===== src/hdl/assert_macros.svh =====
// Assertion macros shared by the grid line-of-sight RTL.
// Needs a clock named i_clk and an active-low reset named i_rst_n in the including scope.
`ifndef ASSERT_MACROS_SVH
`define ASSERT_MACROS_SVH

// The consequent must hold in the same cycle as the antecedent.
`define GLS_ASSERT_SAME(label, ante, cons, msg) \
    label: assert property (@(posedge i_clk) disable iff (!i_rst_n) (ante) |-> (cons)) \
        else $error(msg);

// The consequent must hold in the cycle after the antecedent.
`define GLS_ASSERT_NEXT(label, ante, cons, msg) \
    label: assert property (@(posedge i_clk) disable iff (!i_rst_n) (ante) |=> (cons)) \
        else $error(msg);

`endif


===== src/hdl/gls_pkg.sv =====
// Types and constants of the grid line-of-sight block.
// Used by the shared subtract unit and by the top level; depends on nothing.
package gls_pkg;

    localparam int TRIAL_W   = 12;
    localparam int LIN_W     = 18;
    localparam int CFG_W     = 9;
    localparam int CFG_IDX_W = 1;
    localparam int COORD_W   = 8;

    localparam logic [CFG_IDX_W-1:0] CFG_GRID_WIDTH  = 1'b0;
    localparam logic [CFG_IDX_W-1:0] CFG_GRID_HEIGHT = 1'b1;

    localparam logic KIND_WRITE = 1'b0;
    localparam logic KIND_QUERY = 1'b1;

    typedef struct packed {
        logic               ge;
        logic [TRIAL_W-1:0] diff;
    } t_trial;

    typedef enum logic [9:0] {
        ST_IDLE   = 10'b00_0000_0001,
        ST_CLEAR  = 10'b00_0000_0010,
        ST_SQR_X  = 10'b00_0000_0100,
        ST_SQR_Y  = 10'b00_0000_1000,
        ST_ROOT   = 10'b00_0001_0000,
        ST_STEPS  = 10'b00_0010_0000,
        ST_DIV    = 10'b00_0100_0000,
        ST_FIX    = 10'b00_1000_0000,
        ST_SAMPLE = 10'b01_0000_0000,
        ST_FINISH = 10'b10_0000_0000
    } t_state;

endpackage


===== src/hdl/gls_trial_sub.sv =====
// Shared trial subtractor: difference and no-borrow flag of two operands.
// Serves the square root, the divisions and their sign fix; depends on gls_pkg.
module gls_trial_sub
    import gls_pkg::*;
(
    input  logic [TRIAL_W-1:0] i_a,
    input  logic [TRIAL_W-1:0] i_b,
    output t_trial             o_res
);

    logic [TRIAL_W:0] w_sub;

    assign w_sub      = {1'b0, i_a} - {1'b0, i_b};
    assign o_res.ge   = ~w_sub[TRIAL_W];
    assign o_res.diff = w_sub[TRIAL_W-1:0];

endmodule


===== config.mk =====
export PLATFORM = sky130hd
export DESIGN_NAME = gls_trial_sub
export DESIGN_NICKNAME = d
export VERILOG_FILES = /design/src/hdl/assert_macros.svh /design/src/hdl/gls_pkg.sv /design/src/hdl/gls_trial_sub.sv
export SDC_FILE = /design/constraint.sdc
export NUM_CORES = 1
export LEC_CHECK = 0
export BUFFER_PORTS_ARGS = -buffer_cell sky130_fd_sc_hd__buf_2
export CORE_AREA = 5 5 44 46
export DETAILED_ROUTE_END_ITERATION = 10
export DIE_AREA = 0 0 49 51
export MAX_ROUTING_LAYER = met4
export PLACE_DENSITY_LB_ADDON = 0.25
export SYNTH_ARGS = -nofsm -noshare
export SYNTH_HDL_FRONTEND = slang
export SYNTH_SLANG_ARGS = --single-unit

===== constraint.sdc =====
create_clock -name vclk -period 2.5
set_clock_uncertainty 0.2 [all_clocks]
set_input_delay 0.5 -clock vclk [all_inputs]
set_output_delay 0.5 -clock vclk [all_outputs]
set_load 0.05 [all_outputs]

==> flow_summary.toml, run 1 <==
[outcome]
run_status = "aborted with a tool error"
failed_stage = "clock tree synthesis"
error_line = "[ERROR DPL-0038] Utilization greater than 100%, impossible to legalize"

[placement]
gp_congestion = 0.778
dp_slack_ps = -439
port_buffers = 37
dp_hpwl_um = 2530

[floorplanning]
dieHeight_um = 51
initial_core_util_pct = 46.0
rows = 14
die_x_um = 49
ios = 37

[logic_synthesis]
synth-warning-count = 0
yosysTopAreaCell = "ha_1"
synth_cell_types = 34
syn-num-nets = 128
synth_area_leaders = "ha_1, inv_1, o21ai_0"
syn_area_per_cell_um2 = 7.44
synth_top_area_share_pct = 22.2
synth.cell_area_um2 = 677
yosysSeqAreaShare_pct = 0
synthCells = 91

[clocking]
hold_buffers = 0
cts_setup_buffers = 9
cts_resized = 42
[metrics by stage]
stage / utilization, % / instance area, um^2 / cells
detailed placement: 90.6 / 1330 / 171
global placement: 90.6 / 1330 / 171
floorplan: - / 925 / 91
[cell usage after synthesis, drive strengths merged]
master / number
o311a: 1
nor3: 2
nand3: 1
o2111ai: 1
and2: 1
o21ai: 7
nand2b: 2
o221ai: 1
o211ai: 2
inv: 18
a21o: 3
nor2b: 3
xnor2: 4
mux2i: 1
and2b: 1
nand4b: 1
a21oi: 5
ha: 12
o31a: 1
fa: 1
nand4: 2
a31o: 1
o311ai: 2
a311oi: 1
o21a: 1
xor2: 3
nand2: 6
nand3b: 1
o21bai: 2
nor2: 4
[cell families after synthesis]
logic type | after synthesis | share of synthesized area (%)
multiplexers | 1 | 1.48
XOR/XNOR | 7 | 9.06
AO/OA/AOI/OAI | 28 | 32.7
adder cells (fa/ha/maj) | 13 | 25.1
buffers and inverters | 18 | 9.98
AND/OR/NAND/NOR | 24 | 21.6
==> run 2, diff against run 1 <==
Settings changed: CORE_AREA 5 5 44 46 to 5 5 66 68, DIE_AREA 0 0 49 51 to 0 0 71 73, MAX_ROUTING_LAYER met4 to unset, PLACE_DENSITY_LB_ADDON 0.25 to 0.15.
==> run 2 against run 1 <==
Effect of this change:
- synthesized cell count unchanged
- synthesized area unchanged
- the flow now finishes, with violations (negative setup slack)
==> flow_summary.toml, run 2 <==
[floorplanning]
ios = 37
die_area_um2 = 5180
initial_core_util_pct = 17.8
rows = 23
core_um2 = 3800
die_x_um = 71
dieHeight_um = 73

[global_route]
grt_pass1_wl_um = 3860
grt_max_degree = 7
grt_pass1_vias = 904
grt_usage_pct = 8.69
antenna_found_initial = 0
grt-ovfl-total = 0

[logic_synthesis]
yosys-top-cells-count = "inv_1, ha_1, o21ai_0"
synth.cell_area_um2 = 677
synth-warning-count = 0
syn_area_per_cell_um2 = 7.44
synth_cell_types = 34
syn-num-nets = 128
synthCells = 91
yosysMostFrequentCell = "inv_1"
synth_top_area_share_pct = 22.2
yosysTopAreaCell = "ha_1"
yosysSeqAreaShare_pct = 0
synth_area_leaders = "ha_1, inv_1, o21ai_0"

[drt]
dr.pass1.iters = 4
vias = 875
vias_per_cell = 4.25
ant_nets = 0
initialDrtViolationCount = 12
drc = 0
wirelength_um = 2280
wl_per_cell_um = 11.1

[worst_hold_path]
hp-class = "input pin to output pin"

[finish]
mostFrequentLayoutCells = "buf_4, buf_2, inv_1"
clkbuf_count = 0
ff_latch_area_um2 = 0
stdcell_area_um2 = 1520
fin_util_pct = 39.9
flops_and_latches = 0
final_common_cell = "buf_4"
diodes = 0
fillCellCount = 411
final_cells = 206
area_delta_synth_final_pct = 124
drive_above_1_share_pct = 64.1
final_nets = 195

[power_and_ir_drop]
max-vdd-ir-drop_mv = 0.160
pwr_density_cell_nw_per_um2 = 389
total_power_mw = 0.590
power.leakage_nw = 0.719

[timing]
slew_violations = 0
worst_slew_pin_slew_ps = 360
fmax_mhz = 363
fin_ws_ps = -255
rsz0062_at_grt = "yes"
max-slew-margin-rel_pct = 75.8
finalHoldWorstSlack_ps = 1230
hold_viol_final = 0
setup_violations = 7
fin_tns_setup_ps = -1430
finalCriticalPeriod_ps = 2760
post-route-period-util_pct = 110

[worst_setup_path]
cp_max_fo = 4
start_kind = "input pin"
cp-end-kind = "output pin"
crit_required_ps = 1800
criticalPathCategory = "input pin to output pin"
arrival_ps = 2060

[outcome]
run_status = "complete, but fails checks"
violations = "negative setup slack"

[placement]
dp_cells = 204
port_buffers = 37
gp_congestion = 0.780
placed_cell_area_um2 = 1370
dp_hpwl_um = 2010
dp_slack_ps = -422

[flow_run]
cap_violations = 0

[clocking]
hold_buffers = 0
-- run 2: worst paths after layout --
| kind | slack (ps) | cells past startpoint | end | startpoint |
|---|---|---|---|---|
| max | -260 | 10 | o_res[12] | i_a[0] |
| min | 1230 | 4 | o_res[0] | i_b[0] |
-- run 2: repair_timing --
action	4_1_cts	5_1_grt
buffers inserted	1	1
pin swaps	18	14
resized for setup	30	8
endpoints found under the setup margin	10	9
-- run 2: cell families (layout without fill, tap and decap cells) --
| family | after synthesis | after routing | share of synthesized area [%] |
|---|---|---|---|
| fa+ha+maj | 13 | 13 | 25.1 |
| xor+xnor | 7 | 7 | 9.06 |
| simple gates | 24 | 24 | 21.6 |
| buf+inv | 18 | 83 | 9.98 |
| mux | 1 | 1 | 1.48 |
| compound gates | 28 | 28 | 32.7 |
-- run 2: final cells by class --
class,count,area (um^2),area share [%]
inverter,18,92.6,6.11
multi-input combinational,73,877,57.8
tap,50,62.6,4.13
timing repair buffer,65,484,31.9
-- run 2: metal layers --
metal	track usage [%]	vias up	share of wire (%)
li1	-	457	-
met1	10.4	399	40
met2	17.8	19	56
met3	0.551	0	3.7
met4	0	0	0
met5	0	-	0
-- run 2: worst max-delay path, stage by stage --
cell      delay, ps
buf_8           110
inv_12           40
ha_4            130
fa_2            230
nor2b_4          50
o31a_4          310
nor3_4          170
o211ai_1        110
a31o_2          260
buf_6           150
-- run 2: report_power, final --
| group | internal, mW | leakage [nW] | switching [mW] |
|---|---|---|---|
| Clock | 0 | 0 | 0 |
| Combinational | 0.264 | 0.719 | 0.326 |
| Sequential | 0 | 0 | 0 |
| Total | 0.264 | 0.719 | 0.326 |
Power figures use the tool's default switching activity.
==> run 3, diff against run 2 <==
Settings changed: RECOVER_POWER set to 100, SETUP_SLACK_MARGIN set to 0.05, SKIP_LAST_GASP set to 1.
==> run 3 against run 2 <==
Effect of this change:
- sequential cell count did not move
- non-clock buffer count did not move
- cell count did not move
- largest cell class unchanged
- largest power group unchanged
- setup slack got worse by 18 ps
- hold slack improved by 37 ps
- wire length fell by 7.0%
- power fell by 0.65%
- core utilization rose by 0.36 points
- via count fell by 0.46%
- die area did not move
- combinational power fell by 0.7%
- the flow still finishes with violations (negative setup slack)
- maximum frequency fell by 0.64%
==> flow_summary.toml, run 3 (synthesized netlist as in run 2, its figures left out) <==
[timing]
fmax_mhz = 361
setup_violations = 7
post-route-period-util_pct = 111
finalCriticalPeriod_ps = 2770
max-slew-margin-rel_pct = 61.2
worst_slew_pin_slew_ps = 585
fin_ws_ps = -273
rsz0062_at_grt = "yes"
hold_viol_final = 0
slew_violations = 0

[drt]
vias_per_cell = 4.23
dr.pass1.iters = 3
initialDrtViolationCount = 18
ant_nets = 0
wirelength_um = 2120
vias = 871
wl_per_cell_um = 10.3
drc = 0

[placement]
gp_congestion = 0.783
placed_cell_area_um2 = 1390
dp_hpwl_um = 1940
port_buffers = 37

[floorplanning]
die_area_um2 = 5180
die_x_um = 71
initial_core_util_pct = 17.8
rows = 23
core_um2 = 3800
dieHeight_um = 73
ios = 37

[global_route]
grt_pass1_vias = 882
grt_usage_pct = 8.17
grt_max_degree = 7
grt-ovfl-total = 0
antenna_found_initial = 0
grt_pass1_wl_um = 3650

[worst_setup_path]
cp_max_fo = 4
crit_required_ps = 1800
criticalPathCategory = "input pin to output pin"
arrival_ps = 2070
start_kind = "input pin"
cp-end-kind = "output pin"

[outcome]
violations = "negative setup slack"
run_status = "complete, but fails checks"

[finish]
clkbuf_count = 0
ff_latch_area_um2 = 0
final_common_cell = "buf_4"
drive_above_1_share_pct = 66.0
area_delta_synth_final_pct = 126
stdcell_area_um2 = 1530
fillCellCount = 431
mostFrequentLayoutCells = "buf_4, buf_2, inv_1"
fin_util_pct = 40.3
flops_and_latches = 0
final_nets = 195
diodes = 0

[flow_run]
cap_violations = 0

[power_and_ir_drop]
total_power_mw = 0.586
max-vdd-ir-drop_mv = 0.162
pwr_density_cell_nw_per_um2 = 383
power.leakage_nw = 0.726

[worst_hold_path]
hp-class = "input pin to output pin"
==> run 3: layout make-up <==
cell class	instances	area, um^2	share of cell area (%)
inverter	18	92.6	6.05
timing repair buffer	65	473	30.9
multi-input combinational	73	902	59.0
tap	50	62.6	4.09
==> run 3: where the power goes <==
group / internal [mW] / total, mW / switching [mW]
sequential: 0 / 0 / 0
clock: 0 / 0 / 0
combinational: 0.261 / 0.586 / 0.325
==> run 3: critical path, stage by stage <==
cell and delay [ps]:
buf_8 110, inv_12 40, ha_4 130, fa_2 230
nor2b_4 50, o31a_4 310, nor3_4 180, o211ai_1 120
a31o_2 260, buf_6 150
==> run 3: worst paths after layout <==
path | to | start | slack, ps | depth (start not counted)
max | o_res[12] | i_a[0] | -270 | 10
min | o_res[12] | i_a[11] | 1270 | 4
==> run 3: metrics by stage <==
stage	std cells	hold slack (ps)	setup TNS (ps)	setup WS, ps
final	206	1270	-1440	-273
after global routing	206	1300	-1980	-336
after CTS	204	1230	-1550	-278
after detailed placement	203	1230	-2840	-409
after global placement	203	1230	-2840	-411
after floorplan	91	1080	-515	-143
==> run 3: layer usage <==
layer | part of all wire [%] | global-route usage, % | vias to the layer above
met4 | 0 | 0 | 0
met1 | 42 | 10.5 | 393
met5 | 0 | 0 | -
met3 | 5.8 | 0.964 | 0
li1 | - | - | 456
met2 | 52 | 15.6 | 22
==> run 3: timing repair <==
item                       CTS  global route
pin swaps                   14            11
buffers inserted             1             2
setup endpoints to repair   11            11
gates resized for setup     30            10
hold buffers                 0             0
cloned                       0             0
==> run 4, diff against run 3 <==
Settings changed: SKIP_LAST_GASP 1 to unset.
==> run 4 against run 3 <==
Effect of this change:
- the run still ends with negative setup slack left
- maximum frequency about the same
- via count up 0.46%
- combinational power up 1%
- non-clock buffer count unchanged
- core utilization up 1.0 points
==> flow_summary.toml, run 4 (synthesized netlist as in run 2, its figures left out) <==
[outcome]
run_status = "complete, but fails checks"
violations = "negative setup slack"

[placement]
dp_hpwl_um = 1940
gp_congestion = 0.783
port_buffers = 37
dp_cells = 203
dp_slack_ps = -409

[floorplanning]
dieHeight_um = 73
die_x_um = 71
die_area_um2 = 5180
core_um2 = 3800
rows = 23
ios = 37
initial_core_util_pct = 17.8

[worst_setup_path]
start_kind = "input pin"
crit_required_ps = 1800
cp-end-kind = "output pin"
cp_max_fo = 4
criticalPathCategory = "input pin to output pin"
arrival_ps = 2070

[power_and_ir_drop]
pwr_density_cell_nw_per_um2 = 379
power.leakage_nw = 0.734
total_power_mw = 0.594
max-vdd-ir-drop_mv = 0.162

[finish]
drive_above_1_share_pct = 66.7
final_cells = 206
ff_latch_area_um2 = 0
diodes = 0
final_common_cell = "buf_4"
flops_and_latches = 0
mostFrequentLayoutCells = "buf_4, buf_2, inv_1"
fin_util_pct = 41.3
area_delta_synth_final_pct = 132
final_nets = 195
clkbuf_count = 0

[drt]
drc = 0
dr.pass1.iters = 4
wirelength_um = 2160
vias = 875
ant_nets = 0
vias_per_cell = 4.25
initialDrtViolationCount = 21
wl_per_cell_um = 10.5

[timing]
worst_slew_pin_slew_ps = 585
slew_violations = 0
post-route-period-util_pct = 111
fin_tns_setup_ps = -1360
fmax_mhz = 361
finalCriticalPeriod_ps = 2770
rsz0062_at_grt = "yes"
setup_violations = 7
max-slew-margin-rel_pct = 61.2
hold_viol_final = 0
fin_ws_ps = -273

[worst_hold_path]
hp-class = "input pin to output pin"
min_path_cells = 4
hp-start = "i_a[11]"
worstHoldEndpoint = "o_res[12]"

[global_route]
antenna_found_initial = 0
grt_pass1_vias = 882
grt_usage_pct = 8.17
grt-ovfl-total = 0
grt_max_degree = 7
grt_pass1_wl_um = 3650

[clocking]
hold_buffers = 0

[flow_run]
cap_violations = 0
## run 4: cell count changes in the layout (fill, tap and decap cells not counted)
cell | previous run | this run
ha_1 | 3 | 2
a21oi_2 | 2 | 1
buf_2 | 22 | 19
a21oi_4 | 1 | 2
buf_6 | 9 | 12
ha_4 | 8 | 9
## run 4: what timing repair did
item / CTS / global route
pin swaps: 14 / 12
gates resized for setup: 30 / 15
buffers inserted: 1 / 2
setup endpoints to repair: 11 / 11
gates cloned: 0 / 0
## run 4: report_power, final
group          switching (mW)  internal [mW]
logic                   0.327          0.267
clock network               0              0
registers                   0              0
## run 4: how the worst max path moves through the flow
stage / from / endpoint / slack, ps / cells past startpoint
after floorplan: i_a[0] / o_res[8] / -140 / 8
after global placement: i_a[0] / o_res[8] / -410 / 10
after detailed placement: i_a[0] / o_res[8] / -410 / 10
after CTS: i_a[0] / o_res[12] / -280 / 10
after global routing: i_a[0] / o_res[12] / -340 / 10
final: i_a[0] / o_res[12] / -270 / 10
## run 4: through the flow
| step | hold WS [ps] | cell area (um^2) |
|---|---|---|
| 4_1_cts | 1230 | 1490 |
| 6_report | 1270 | 1570 |
| 5_1_grt | 1300 | 1570 |
| 3_3_place_gp | 1230 | 1390 |
| 3_5_place_dp | 1230 | 1390 |
| 2_1_floorplan | 1080 | 950 |
## run 4: final cells by class
cell class | count | area [um^2]
fillers | 428 | 2230
well taps | 50 | 62.6
inverters | 18 | 92.6
repair buffers | 65 | 492
multi-input cells | 73 | 922
## run 4: metal layers
metal,share of wire [%],track usage (%),up-vias
met5,0,0,-
met2,52,15.6,22
met3,5.6,0.964,0
met4,0,0,0
met1,42,10.5,397
li1,-,-,456
## run 4: critical path: stages
cell	delay [ps]
buf_8	110
inv_12	40
ha_4	130
fa_2	230
nor2b_4	50
o31a_4	310
nor3_4	180
o211ai_1	120
a31o_2	260
buf_6	150
